$ cat src/design/irt_pkg.sv
// ----------------------------------------------------------------------------
// irt_pkg: shared types and codes of the IPv4 route table
// Request/response payloads, route entry layout, opcodes and error codes.
// ----------------------------------------------------------------------------
package irt_pkg;

    localparam int ENTRIES_DEF = 8;
    localparam int IFACES      = 8;
    localparam int IFACE_W     = $clog2(IFACES);

    // opcodes
    localparam logic [1:0] OP_ADD       = 2'd0;
    localparam logic [1:0] OP_DEL_DEST  = 2'd1;
    localparam logic [1:0] OP_DEL_IFACE = 2'd2;
    localparam logic [1:0] OP_LOOKUP    = 2'd3;

    // error codes
    localparam logic [1:0] ERR_NONE        = 2'd0;
    localparam logic [1:0] ERR_FULL        = 2'd1;
    localparam logic [1:0] ERR_DEFAULT_DEL = 2'd2;
    localparam logic [1:0] ERR_NOT_FOUND   = 2'd3;

    typedef struct packed {
        logic [1:0]         op;
        logic [31:0]        dest_addr;
        logic [31:0]        gateway_addr;
        logic [31:0]        net_mask;
        logic [31:0]        src_addr;
        logic [IFACE_W-1:0] iface_id;
    } t_req;

    typedef struct packed {
        logic               ok;
        logic [1:0]         err_code;
        logic [IFACE_W-1:0] hit_iface;
        logic [31:0]        hit_source;
        logic [31:0]        hit_gateway;
    } t_rsp;

    // one stored route, rank kept apart (its width follows the depth)
    typedef struct packed {
        logic [31:0]        dest;
        logic [31:0]        gateway;
        logic [31:0]        mask;
        logic [31:0]        source;
        logic [IFACE_W-1:0] iface;
    } t_route;

    // table write controls
    typedef struct packed {
        logic route_we;
        logic rank_we;
        logic set_vld;
        logic clr_vld;
    } t_wr_ctl;

    // compare unit flags, all qualified by the entry valid bit
    typedef struct packed {
        logic dest_eq;
        logic iface_eq;
        logic route_hit;
        logic dflt_hit;
        logic rank_gt;
        logic rank_lt;
    } t_cmp;

endpackage

$ cat src/design/irt_store.sv
// ----------------------------------------------------------------------------
// irt_store: route table storage
// Route and rank memories with one read and one write port, registered read
// data; per-entry valid bits in flops cleared by reset.
// ----------------------------------------------------------------------------
module irt_store #(
    parameter  int ENTRIES = irt_pkg::ENTRIES_DEF,
    localparam int AW      = $clog2(ENTRIES)
) (
    input  logic             i_clk,
    input  logic             i_rst_n,
    input  logic             i_rd_en,
    input  logic [AW-1:0]    i_rd_addr,
    input  irt_pkg::t_wr_ctl i_wr_ctl,
    input  logic [AW-1:0]    i_wr_addr,
    input  irt_pkg::t_route  i_wr_route,
    input  logic [AW-1:0]    i_wr_rank,
    output irt_pkg::t_route  o_rd_route,
    output logic [AW-1:0]    o_rd_rank,
    output logic             o_rd_valid
);

    irt_pkg::t_route r_route_mem [ENTRIES];
    logic [AW-1:0]   r_rank_mem  [ENTRIES];
    logic [ENTRIES-1:0] r_valid;

    irt_pkg::t_route r_rd_route;
    logic [AW-1:0]   r_rd_rank;
    logic            r_rd_valid;

    always_ff @(posedge i_clk) begin
        if (i_wr_ctl.route_we) begin
            r_route_mem[i_wr_addr] <= i_wr_route;
        end
        if (i_wr_ctl.rank_we) begin
            r_rank_mem[i_wr_addr] <= i_wr_rank;
        end
        if (i_rd_en) begin
            r_rd_route <= r_route_mem[i_rd_addr];
            r_rd_rank  <= r_rank_mem[i_rd_addr];
        end
    end

    always_ff @(posedge i_clk) begin
        if (!i_rst_n) begin
            r_valid    <= '0;
            r_rd_valid <= 1'b0;
        end else begin
            if (i_wr_ctl.set_vld) begin
                r_valid[i_wr_addr] <= 1'b1;
            end
            if (i_wr_ctl.clr_vld) begin
                r_valid[i_wr_addr] <= 1'b0;
            end
            if (i_rd_en) begin
                r_rd_valid <= r_valid[i_rd_addr];
            end
        end
    end

    assign o_rd_route = r_rd_route;
    assign o_rd_rank  = r_rd_rank;
    assign o_rd_valid = r_rd_valid;

endmodule

$ cat src/design/irt_cmp.sv
// ----------------------------------------------------------------------------
// irt_cmp: shared compare unit
// Matches one stored entry against the request and a reference rank, and
// produces the stepped rank used to renumber entries.
// ----------------------------------------------------------------------------
module irt_cmp #(
    parameter  int ENTRIES = irt_pkg::ENTRIES_DEF,
    localparam int AW      = $clog2(ENTRIES)
) (
    input  irt_pkg::t_req   i_req,
    input  irt_pkg::t_route i_route,
    input  logic [AW-1:0]   i_rank,
    input  logic            i_valid,
    input  logic [AW-1:0]   i_ref_rank,
    input  logic            i_inc,
    output irt_pkg::t_cmp   o_flags,
    output logic [AW-1:0]   o_rank_next
);

    logic net_eq;

    // network part of the address against the stored network, under its mask
    assign net_eq = ((i_req.dest_addr & i_route.mask) == (i_route.dest & i_route.mask));

    always_comb begin
        o_flags.dest_eq   = i_valid && (i_route.dest == i_req.dest_addr);
        o_flags.iface_eq  = i_valid && (i_route.iface == i_req.iface_id);
        o_flags.dflt_hit  = i_valid && (i_route.dest == 32'd0);
        o_flags.route_hit = i_valid && (i_route.dest != 32'd0) && net_eq;
        o_flags.rank_gt   = i_valid && (i_rank > i_ref_rank);
        o_flags.rank_lt   = i_valid && (i_rank < i_ref_rank);
    end

    assign o_rank_next = i_inc ? (i_rank + AW'(1)) : (i_rank - AW'(1));

endmodule

$ cat src/design/ipv4_route_table_top.sv
// Sequencing: lookup and delete-miss answer after a scan of the table; an update in place
//   adds the write; insert adds a renumber walk and the write, delete by dest a renumber
//   walk; delete by interface adds one renumber walk per removed route. Throughput: one
//   request at a time, set by the walk.
// Responses are a one-cycle strobe; the receiver cannot stall them.
// Reset: synchronous, active low; clears all valid bits at once, no clearing pass.
// ----------------------------------------------------------------------------
// ipv4_route_table_top: fixed IPv4 route table with first-match lookup
// A small sequencer walks the table one entry per cycle through a single
// shared compare unit. Ranks order the routes by insertion, rank 0 newest.
// ----------------------------------------------------------------------------
module ipv4_route_table_top #(
    parameter int ENTRIES = irt_pkg::ENTRIES_DEF
) (
    input  logic          i_clk,
    input  logic          i_rst_n,
    input  logic          i_start,
    input  irt_pkg::t_req i_req,
    output logic          o_busy,
    output logic          o_strobe,
    output irt_pkg::t_rsp o_rsp
);

    localparam int AW = $clog2(ENTRIES);
    localparam int CW = $clog2(ENTRIES + 1);
    localparam logic [CW-1:0] CNT_END  = CW'(ENTRIES);
    localparam logic [AW-1:0] IDX_LAST = AW'(ENTRIES - 1);

    // IDLE  : wait for a request
    // SCAN  : walk the table, gather matches, free slot, best route
    // ADJ   : renumber ranks (insert: all up; drop: close the gap)
    // WRITE : store the route of an add
    // FIN   : build the response
    typedef enum logic [4:0] {
        S_IDLE  = 5'b00001,
        S_SCAN  = 5'b00010,
        S_ADJ   = 5'b00100,
        S_WRITE = 5'b01000,
        S_FIN   = 5'b10000
    } t_state;

    // control registers
    t_state        r_state,    n_state;
    logic [CW-1:0] r_cnt,      n_cnt;       // next entry to read
    logic          r_pend,     n_pend;      // read data of r_pidx is on hand
    logic          r_strobe,   n_strobe;
    logic          r_hit,      n_hit;       // dest match found / drop done
    logic          r_free_fnd, n_free_fnd;
    logic          r_best_fnd, n_best_fnd;
    logic          r_dflt_fnd, n_dflt_fnd;

    // payload registers
    irt_pkg::t_req   r_req,      n_req;
    logic [AW-1:0]   r_pidx,     n_pidx;
    logic [AW-1:0]   r_hit_idx,  n_hit_idx;
    logic [AW-1:0]   r_free_idx, n_free_idx;
    logic [AW-1:0]   r_rank,     n_rank;    // dropped rank, or best rank on lookup
    logic [CW-1:0]   r_resume,   n_resume;  // where a delete-by-interface scan goes on
    irt_pkg::t_route r_best,     n_best;
    irt_pkg::t_route r_dflt,     n_dflt;
    irt_pkg::t_rsp   r_rsp,      n_rsp;

    // table and compare unit hookup
    logic             rd_en;
    irt_pkg::t_wr_ctl wr_ctl;
    logic [AW-1:0]    wr_addr;
    logic [AW-1:0]    wr_rank;
    irt_pkg::t_route  wr_route;
    irt_pkg::t_route  rd_route;
    logic [AW-1:0]    rd_rank;
    logic             rd_valid;
    irt_pkg::t_cmp    flags;
    logic [AW-1:0]    rank_next;

    logic issue;
    logic pend_last;
    logic drop;

    irt_store #(.ENTRIES(ENTRIES)) u_store (
        .i_clk      (i_clk),
        .i_rst_n    (i_rst_n),
        .i_rd_en    (rd_en),
        .i_rd_addr  (r_cnt[AW-1:0]),
        .i_wr_ctl   (wr_ctl),
        .i_wr_addr  (wr_addr),
        .i_wr_route (wr_route),
        .i_wr_rank  (wr_rank),
        .o_rd_route (rd_route),
        .o_rd_rank  (rd_rank),
        .o_rd_valid (rd_valid)
    );

    irt_cmp #(.ENTRIES(ENTRIES)) u_cmp (
        .i_req       (r_req),
        .i_route     (rd_route),
        .i_rank      (rd_rank),
        .i_valid     (rd_valid),
        .i_ref_rank  (r_rank),
        .i_inc       (r_req.op == irt_pkg::OP_ADD),
        .o_flags     (flags),
        .o_rank_next (rank_next)
    );

    // route written on add; dest is rewritten unchanged on an update
    always_comb begin
        wr_route.dest    = r_req.dest_addr;
        wr_route.gateway = r_req.gateway_addr;
        wr_route.mask    = r_req.net_mask;
        wr_route.source  = r_req.src_addr;
        wr_route.iface   = r_req.iface_id;
    end

    assign issue     = (r_cnt < CNT_END);
    assign pend_last = r_pend && (r_pidx == IDX_LAST);

    always_comb begin
        n_state    = r_state;
        n_cnt      = r_cnt;
        n_pend     = 1'b0;
        n_strobe   = 1'b0;
        n_hit      = r_hit;
        n_free_fnd = r_free_fnd;
        n_best_fnd = r_best_fnd;
        n_dflt_fnd = r_dflt_fnd;
        n_req      = r_req;
        n_pidx     = r_pidx;
        n_hit_idx  = r_hit_idx;
        n_free_idx = r_free_idx;
        n_rank     = r_rank;
        n_resume   = r_resume;
        n_best     = r_best;
        n_dflt     = r_dflt;
        n_rsp      = r_rsp;
        rd_en      = 1'b0;
        wr_ctl     = '0;
        wr_addr    = r_pidx;
        wr_rank    = rank_next;
        drop       = 1'b0;

        case (r_state)
            S_IDLE: begin
                if (i_start) begin
                    n_req      = i_req;
                    n_hit      = 1'b0;
                    n_free_fnd = 1'b0;
                    n_best_fnd = 1'b0;
                    n_dflt_fnd = 1'b0;
                    n_cnt      = '0;
                    // the default route cannot be deleted: answer at once
                    if ((i_req.op == irt_pkg::OP_DEL_DEST) && (i_req.dest_addr == 32'd0)) begin
                        n_strobe       = 1'b1;
                        n_rsp          = '0;
                        n_rsp.err_code = irt_pkg::ERR_DEFAULT_DEL;
                    end else begin
                        n_state = S_SCAN;
                    end
                end
            end

            S_SCAN: begin
                rd_en  = issue;
                n_pend = issue;
                n_pidx = r_cnt[AW-1:0];
                if (issue) begin
                    n_cnt = r_cnt + CW'(1);
                end
                if (r_pend) begin
                    case (r_req.op)
                        irt_pkg::OP_ADD: begin
                            if (flags.dest_eq) begin
                                n_hit     = 1'b1;
                                n_hit_idx = r_pidx;
                            end
                            // lowest free slot
                            if (!rd_valid && !r_free_fnd) begin
                                n_free_fnd = 1'b1;
                                n_free_idx = r_pidx;
                            end
                        end
                        irt_pkg::OP_DEL_DEST: begin
                            drop = flags.dest_eq;
                        end
                        irt_pkg::OP_DEL_IFACE: begin
                            drop = flags.iface_eq;
                        end
                        irt_pkg::OP_LOOKUP: begin
                            // newest matching non-default route wins
                            if (flags.route_hit && (!r_best_fnd || flags.rank_lt)) begin
                                n_best_fnd = 1'b1;
                                n_rank     = rd_rank;
                                n_best     = rd_route;
                            end
                            if (flags.dflt_hit) begin
                                n_dflt_fnd = 1'b1;
                                n_dflt     = rd_route;
                            end
                        end
                        default: begin
                        end
                    endcase
                end
                if (drop) begin
                    // remove now, then close the rank gap it leaves
                    wr_ctl.clr_vld = 1'b1;
                    n_hit          = 1'b1;
                    n_rank         = rd_rank;
                    n_resume       = CW'(r_pidx) + CW'(1);
                    n_cnt          = '0;
                    n_pend         = 1'b0;
                    n_state        = S_ADJ;
                end else if (pend_last) begin
                    n_pend = 1'b0;
                    n_cnt  = '0;
                    if (r_req.op == irt_pkg::OP_ADD) begin
                        if (n_hit) begin
                            n_state = S_WRITE;
                        end else if (n_free_fnd) begin
                            n_state = S_ADJ;
                        end else begin
                            n_state = S_FIN;
                        end
                    end else begin
                        n_state = S_FIN;
                    end
                end
            end

            S_ADJ: begin
                rd_en  = issue;
                n_pend = issue;
                n_pidx = r_cnt[AW-1:0];
                if (issue) begin
                    n_cnt = r_cnt + CW'(1);
                end
                if (r_pend) begin
                    if (r_req.op == irt_pkg::OP_ADD) begin
                        wr_ctl.rank_we = rd_valid;
                    end else begin
                        wr_ctl.rank_we = flags.rank_gt;
                    end
                end
                if (pend_last) begin
                    n_pend = 1'b0;
                    if (r_req.op == irt_pkg::OP_ADD) begin
                        n_state = S_WRITE;
                    end else if ((r_req.op == irt_pkg::OP_DEL_IFACE) && (r_resume < CNT_END)) begin
                        n_state = S_SCAN;
                        n_cnt   = r_resume;
                    end else begin
                        n_state = S_FIN;
                    end
                end
            end

            S_WRITE: begin
                // update keeps slot and rank; insert takes the free slot as rank 0
                wr_addr         = r_hit ? r_hit_idx : r_free_idx;
                wr_rank         = '0;
                wr_ctl.route_we = 1'b1;
                wr_ctl.rank_we  = !r_hit;
                wr_ctl.set_vld  = !r_hit;
                n_state         = S_FIN;
            end

            S_FIN: begin
                n_strobe = 1'b1;
                n_rsp    = '0;
                n_state  = S_IDLE;
                case (r_req.op)
                    irt_pkg::OP_ADD: begin
                        if (r_hit || r_free_fnd) begin
                            n_rsp.ok = 1'b1;
                        end else begin
                            n_rsp.err_code = irt_pkg::ERR_FULL;
                        end
                    end
                    irt_pkg::OP_DEL_DEST: begin
                        if (r_hit) begin
                            n_rsp.ok = 1'b1;
                        end else begin
                            n_rsp.err_code = irt_pkg::ERR_NOT_FOUND;
                        end
                    end
                    irt_pkg::OP_DEL_IFACE: begin
                        n_rsp.ok = 1'b1;
                    end
                    irt_pkg::OP_LOOKUP: begin
                        if (r_best_fnd) begin
                            n_rsp.ok          = 1'b1;
                            n_rsp.hit_iface   = r_best.iface;
                            n_rsp.hit_source  = r_best.source;
                            n_rsp.hit_gateway = r_best.gateway;
                        end else if (r_dflt_fnd) begin
                            n_rsp.ok          = 1'b1;
                            n_rsp.hit_iface   = r_dflt.iface;
                            n_rsp.hit_source  = r_dflt.source;
                            n_rsp.hit_gateway = r_dflt.gateway;
                        end else begin
                            n_rsp.err_code = irt_pkg::ERR_NOT_FOUND;
                        end
                    end
                    default: begin
                    end
                endcase
            end

            default: begin
                n_state = S_IDLE;
            end
        endcase
    end

    // control state
    always_ff @(posedge i_clk) begin
        if (!i_rst_n) begin
            r_state    <= S_IDLE;
            r_cnt      <= '0;
            r_pend     <= 1'b0;
            r_strobe   <= 1'b0;
            r_hit      <= 1'b0;
            r_free_fnd <= 1'b0;
            r_best_fnd <= 1'b0;
            r_dflt_fnd <= 1'b0;
        end else begin
            r_state    <= n_state;
            r_cnt      <= n_cnt;
            r_pend     <= n_pend;
            r_strobe   <= n_strobe;
            r_hit      <= n_hit;
            r_free_fnd <= n_free_fnd;
            r_best_fnd <= n_best_fnd;
            r_dflt_fnd <= n_dflt_fnd;
        end
    end

    // payload, no reset
    always_ff @(posedge i_clk) begin
        r_req      <= n_req;
        r_pidx     <= n_pidx;
        r_hit_idx  <= n_hit_idx;
        r_free_idx <= n_free_idx;
        r_rank     <= n_rank;
        r_resume   <= n_resume;
        r_best     <= n_best;
        r_dflt     <= n_dflt;
        r_rsp      <= n_rsp;
    end

    assign o_busy   = (r_state != S_IDLE);
    assign o_strobe = r_strobe;
    assign o_rsp    = r_rsp;

`ifndef SYNTHESIS
    a_strobe_cause: assert property (@(posedge i_clk) disable iff (!i_rst_n)
        o_strobe |-> $past(i_start || o_busy))
        else $error("response without a request in flight");

    a_cnt_bound: assert property (@(posedge i_clk) disable iff (!i_rst_n)
        r_cnt <= CNT_END)
        else $error("walk counter past table end");

    a_pend_walk: assert property (@(posedge i_clk) disable iff (!i_rst_n)
        r_pend |-> ((r_state == S_SCAN) || (r_state == S_ADJ)))
        else $error("read data pending outside a table walk");

    a_ok_no_err: assert property (@(posedge i_clk) disable iff (!i_rst_n)
        (o_strobe && o_rsp.ok) |-> (o_rsp.err_code == irt_pkg::ERR_NONE))
        else $error("error code set on a good response");

    a_miss_clean: assert property (@(posedge i_clk) disable iff (!i_rst_n)
        (o_strobe && !o_rsp.ok) |->
            ((o_rsp.hit_gateway == 32'd0) && (o_rsp.hit_source == 32'd0)))
        else $error("route data on a failed response");
`endif

endmodule

$ cat config.mk
export PLATFORM = sky130hd
export DESIGN_NAME = ipv4_route_table_top
export DESIGN_NICKNAME = d
export VERILOG_FILES = /design/src/design/irt_pkg.sv /design/src/design/irt_store.sv /design/src/design/irt_cmp.sv /design/src/design/ipv4_route_table_top.sv
export SDC_FILE = /design/constraint.sdc
export NUM_CORES = 1
export LEC_CHECK = 0
export BUFFER_PORTS_ARGS = -buffer_cell sky130_fd_sc_hd__buf_4
export CORE_MARGIN = 1
export CORE_UTILIZATION = 40
export CTS_BUF_LIST = sky130_fd_sc_hd__clkbuf_8
export DETAILED_ROUTE_END_ITERATION = 10
export PLACE_DENSITY = 0.63
export REMOVE_ABC_BUFFERS = 1
export SLEW_MARGIN = 20
export SYNTH_ARGS = -nofsm -noshare
export SYNTH_HDL_FRONTEND = slang
export SYNTH_SLANG_ARGS = --single-unit
$ cat constraint.sdc
create_clock -name i_clk -period 10.32 [get_ports i_clk]
set_input_delay 0.516 -clock i_clk [delete_from_list [all_inputs] [get_ports i_clk]]
set_output_delay 0.516 -clock i_clk [all_outputs]
set_load 0.02 [all_outputs]
==> results.md <==
- Clock network fraction of total power: 35.8%
- Final cell utilization of the core: 47.4%
- Fin crit share: 39.7%
- Count of hold buffers inserted by post-cts repair: 135
- I/O Buffers: 207
- Total area of sequential cells: 0.0473 mm2
- Via count of the first global-routing pass: 29,224
- Initial core utilization: 40.4%
- I/O pin cnt: 208
- Post-DRT Antenna Nets: 0
- Syn-to-layout area delta: 17.2%
- Clock network latency to the later pin of the worst-skew pair: 0.94 ns
- Top metal layer carrying routed signals: met5
- Max Slew Vio Count: 0
- Max Clock Freq: 244 MHz
- Switching power as a share of total power: 23.9%
- Congestion Overflow GR: 0
- Depth of the worst register-to-register path: 7
- Run status: complete, no violations
- Global-route wire length before repair: 187 mm
- Cell count after placement: 4,598
- Data arrival at the endpoint of the critical path: 4.63 ns
- PnR Total Power: 13.8 mW
- Post-Route Skew: 0.0299 ns
- Synth Flop Type: edfxtp_1
- Hold path start: i_req[37]
- Syn_area_per_cell: 22.8 um2
- Met1 wire length: 53.8 mm
- Yosys reg bits: 1,583
- Global-route usage over all layers: 17.3%
- Sum of net half-perimeters after detailed placement: 68.1 mm
- Fraction of layout cells with a size suffix above 1: 31.2%
- Internal power of the cells: 10.5 mW
- Worst IR Drop VDD: 0.120 mV
- Launch instance of the worst register-to-register path: r_state[4]
- Min-Delay Path Depth: 2
- LEAKAGE: 21.5 nW
- Hold EP: r_req[37]
- Filler cells: 11,693
- Seq pwr share: 58.0%
- Initial antenna violation count: 5
- Die outline area: 0.147 mm2
- Worst hold path class: primary input to flip-flop
- Power share of the combinational group: 6.2%
- Maximum buffer depth of the clock tree: 3
- Height of the die: 384 um
- Number of instances resized during post-cts repair: 0
- Met3 wire length: 6.76 mm
- Synth Instances: 2,561
- TritonRoute pass-1 iters: 5
- WP data required: 10.85 ns
- Footprint of the multi-input gates: 0.0106 mm2
- Yosys warning total: 0
- Post-route insts no fill: 5,183
- Via-to-Cell Ratio: 5.25
- Setup TNS Final: 0 ns
- Count of final hold-check violations: 0
- Number of different library cells in the post-synthesis netlist: 70
- Clk Tree Root Cell: clkbuf_8
- Remaining DRCs: 0
- Setup Slack @ Placement: 6.21 ns
- Starting DRT DRC Count: 2,417
- Row count: 139
- Number of enable-type register cells in the synthesized netlist: 1,559
- Setup repair after global routing missed its margin: false
- Placeable Area: 0.144 mm2
- Average wire per cell in the routed design: 24.5 um
- Buffers inserted by post-CTS timing repair: 0
- Routed WL: 127 mm
- Setup slack after layout: 6.22 ns
- CTS clk-pin slew, worst paths: 0.06 ns
- Power density cells: 201 mW/mm2
- Portion of the post-synthesis area used by sequential elements: 81.1%
- Count of maximum capacitance violations: 0
- Worst slew slack as a fraction of its limit: 26.7%
- Critical path startpoint category: flip-flop
- Pin count of the biggest net entering global routing: 148
- CTS tree: built
- Setup slack, reg-to-reg: 6.22 ns
- Final layout net count: 3,220
- Setup violation total in the final timing report: 0
- Global placement routability congestion: 0.820
- Peak fanout along the critical path: 57
- Total number of vias: 27,229
- Number of sinks driven by the clock tree: 1,583
- Element type at the critical path end: flip-flop
- Class of the most critical setup path: flip-flop to flip-flop
- Min Tclk post-route: 4.10 ns
- Cell area after synthesis: 0.0583 mm2
- Slew at the pin closest to its max-slew limit: 1.10 ns
- Metal2 WL: 63.9 mm
- Share of flip-flops with an asynchronous set or reset: 0%
- TritonCTS buffer count: 239
- H-tree depth: 4
- Worst flop-to-flop path endpoint: u_store.r_route_mem[5][75]
- Total net switching power: 3.29 mW
- Horizontal die dimension: 384 um
how the worst max path moves through the flow:
stage | startpoint | endpoint | slack (ns) | depth (start not counted)
after floorplan | r_cnt[0] | r_pidx[0] | -2.41 | 0
after global placement | i_req[116] | o_rsp[42] | 6.17 | 6
after detailed placement | r_state[4] | u_store.r_route_mem[5][3] | 6.21 | 7
after CTS | r_state[4] | u_store.r_route_mem[5][11] | 6.19 | 7
after global routing | r_state[4] | u_store.r_route_mem[5][75] | 5.98 | 7
final | r_state[4] | u_store.r_route_mem[5][75] | 6.22 | 7
cells in the final DEF (no fill, tap or decap), types with 56 or more instances in the layout:
master	synthesis	routed
clkbuf_8	0	239
edfxtp_1	1559	1559
nor2_1	111	104
buf_4	1	231
clkinv_2	0	56
clkinv_1	1	67
a22oi_1	76	76
mux4_2	270	270
mux2_2	136	136
dlygate4sd3_1	0	135
inv_1	16	68
stage by stage:
step,hold slack [ns],instance area [um2]
after floorplan,0.421,57900
after global placement,0.426,62200
after detailed placement,0.432,62300
after CTS,0.166,68300
after global routing,0.205,68300
final,0.299,68300
sequential cells by signal, summed over array words and instances, names as in the netlist:
signal,count
o_rsp,70
o_strobe,1
r_best,67
r_best_fnd,1
r_cnt,4
r_dflt,67
r_dflt_fnd,1
r_free_fnd,1
r_free_idx,3
r_hit,1
r_hit_idx,3
r_pend,1
r_pidx,3
r_rank,3
r_req,133
r_resume,4
r_state,5
u_store.o_rd_rank,3
u_store.o_rd_route,131
u_store.o_rd_valid,1
u_store.r_rank_mem,24
u_store.r_route_mem,1048
u_store.r_valid,8
cell type report:
cell class                 count  area share [%]
inverter                      20           0.119
sequential                  1583            69.3
clock inverter               208            1.95
antenna                        1         0.00366
timing repair buffer         378            4.87
multi-input combinational    851            15.5
clock buffer                 239            4.82
tap                         1903            3.49
routing by layer:
| metal | up-vias | GRT usage [%] |
|---|---|---|
| met5 | - | 0 |
| met4 | 4 | 4.99 |
| met3 | 186 | 3.29 |
| met2 | 916 | 29.1 |
| met1 | 14351 | 22.9 |
| li1 | 11772 | - |
cells in the mapped netlist (3+ instances only):
| cell | count | share of area (%) |
|---|---|---|
| nand4_1 | 12 | 0.13 |
| a211oi_1 | 9 | 0.12 |
| nand3_1 | 8 | 0.069 |
| nor3_1 | 16 | 0.14 |
| nor2b_1 | 13 | 0.14 |
| inv_2 | 3 | 0.019 |
| inv_1 | 16 | 0.10 |
| mux2_2 | 136 | 2.6 |
| edfxtp_1 | 1559 | 80 |
| buf_1 | 10 | 0.064 |
| a22oi_1 | 76 | 0.98 |
| and3_1 | 4 | 0.043 |
| o21ai_0 | 9 | 0.077 |
| a31oi_1 | 5 | 0.054 |
| buf_2 | 29 | 0.25 |
| o21ai_1 | 3 | 0.026 |
| mux4_2 | 270 | 10 |
| ha_1 | 10 | 0.21 |
| xnor2_1 | 13 | 0.20 |
| dfxtp_1 | 24 | 0.82 |
| nor2_1 | 111 | 0.71 |
| nor4_1 | 24 | 0.26 |
| mux2i_1 | 3 | 0.052 |
| xor2_1 | 27 | 0.41 |
| and3b_1 | 3 | 0.045 |
| clkbuf_1 | 67 | 0.43 |
| nand2_1 | 19 | 0.12 |
| a21oi_1 | 26 | 0.22 |
| nand2b_1 | 3 | 0.032 |
kinds of logic (layout without fill, tap and decap cells):
family / count (synthesis) / count (layout) / synth area share (%)
DFF: 1583 / 1583 / 81.1
muxes: 411 / 411 / 13.2
and+or+nand+nor: 242 / 242 / 2.17
AOI/OAI and AO/OA: 147 / 147 / 1.78
buffers and inverters: 127 / 845 / 0.886
xor gates and xnor gates: 40 / 40 / 0.601
adders and majority gates: 11 / 11 / 0.249
other: 0 / 1 / 0
worst max-delay path: stages (launching register included):
cell	delay, ns
dfxtp_1	0.35
nor2_2	0.20
and4bb_1	0.55
mux2i_4	0.48
nand2b_4	0.12
or2_1	0.27
nor2_4	0.72
buf_4	0.91
power groups by stage:
stage          clock, mW  sequential (mW)  combinational [mW]
2_1_floorplan          0             8.01               0.638
3_3_place_gp           0             8.07               0.808
3_5_place_dp           0             8.11               0.822
4_1_cts             5.05             7.98               0.868
5_1_grt             5.30             8.01               0.919
6_report            4.92             7.98               0.853
(Power assumes the default switching activity.)
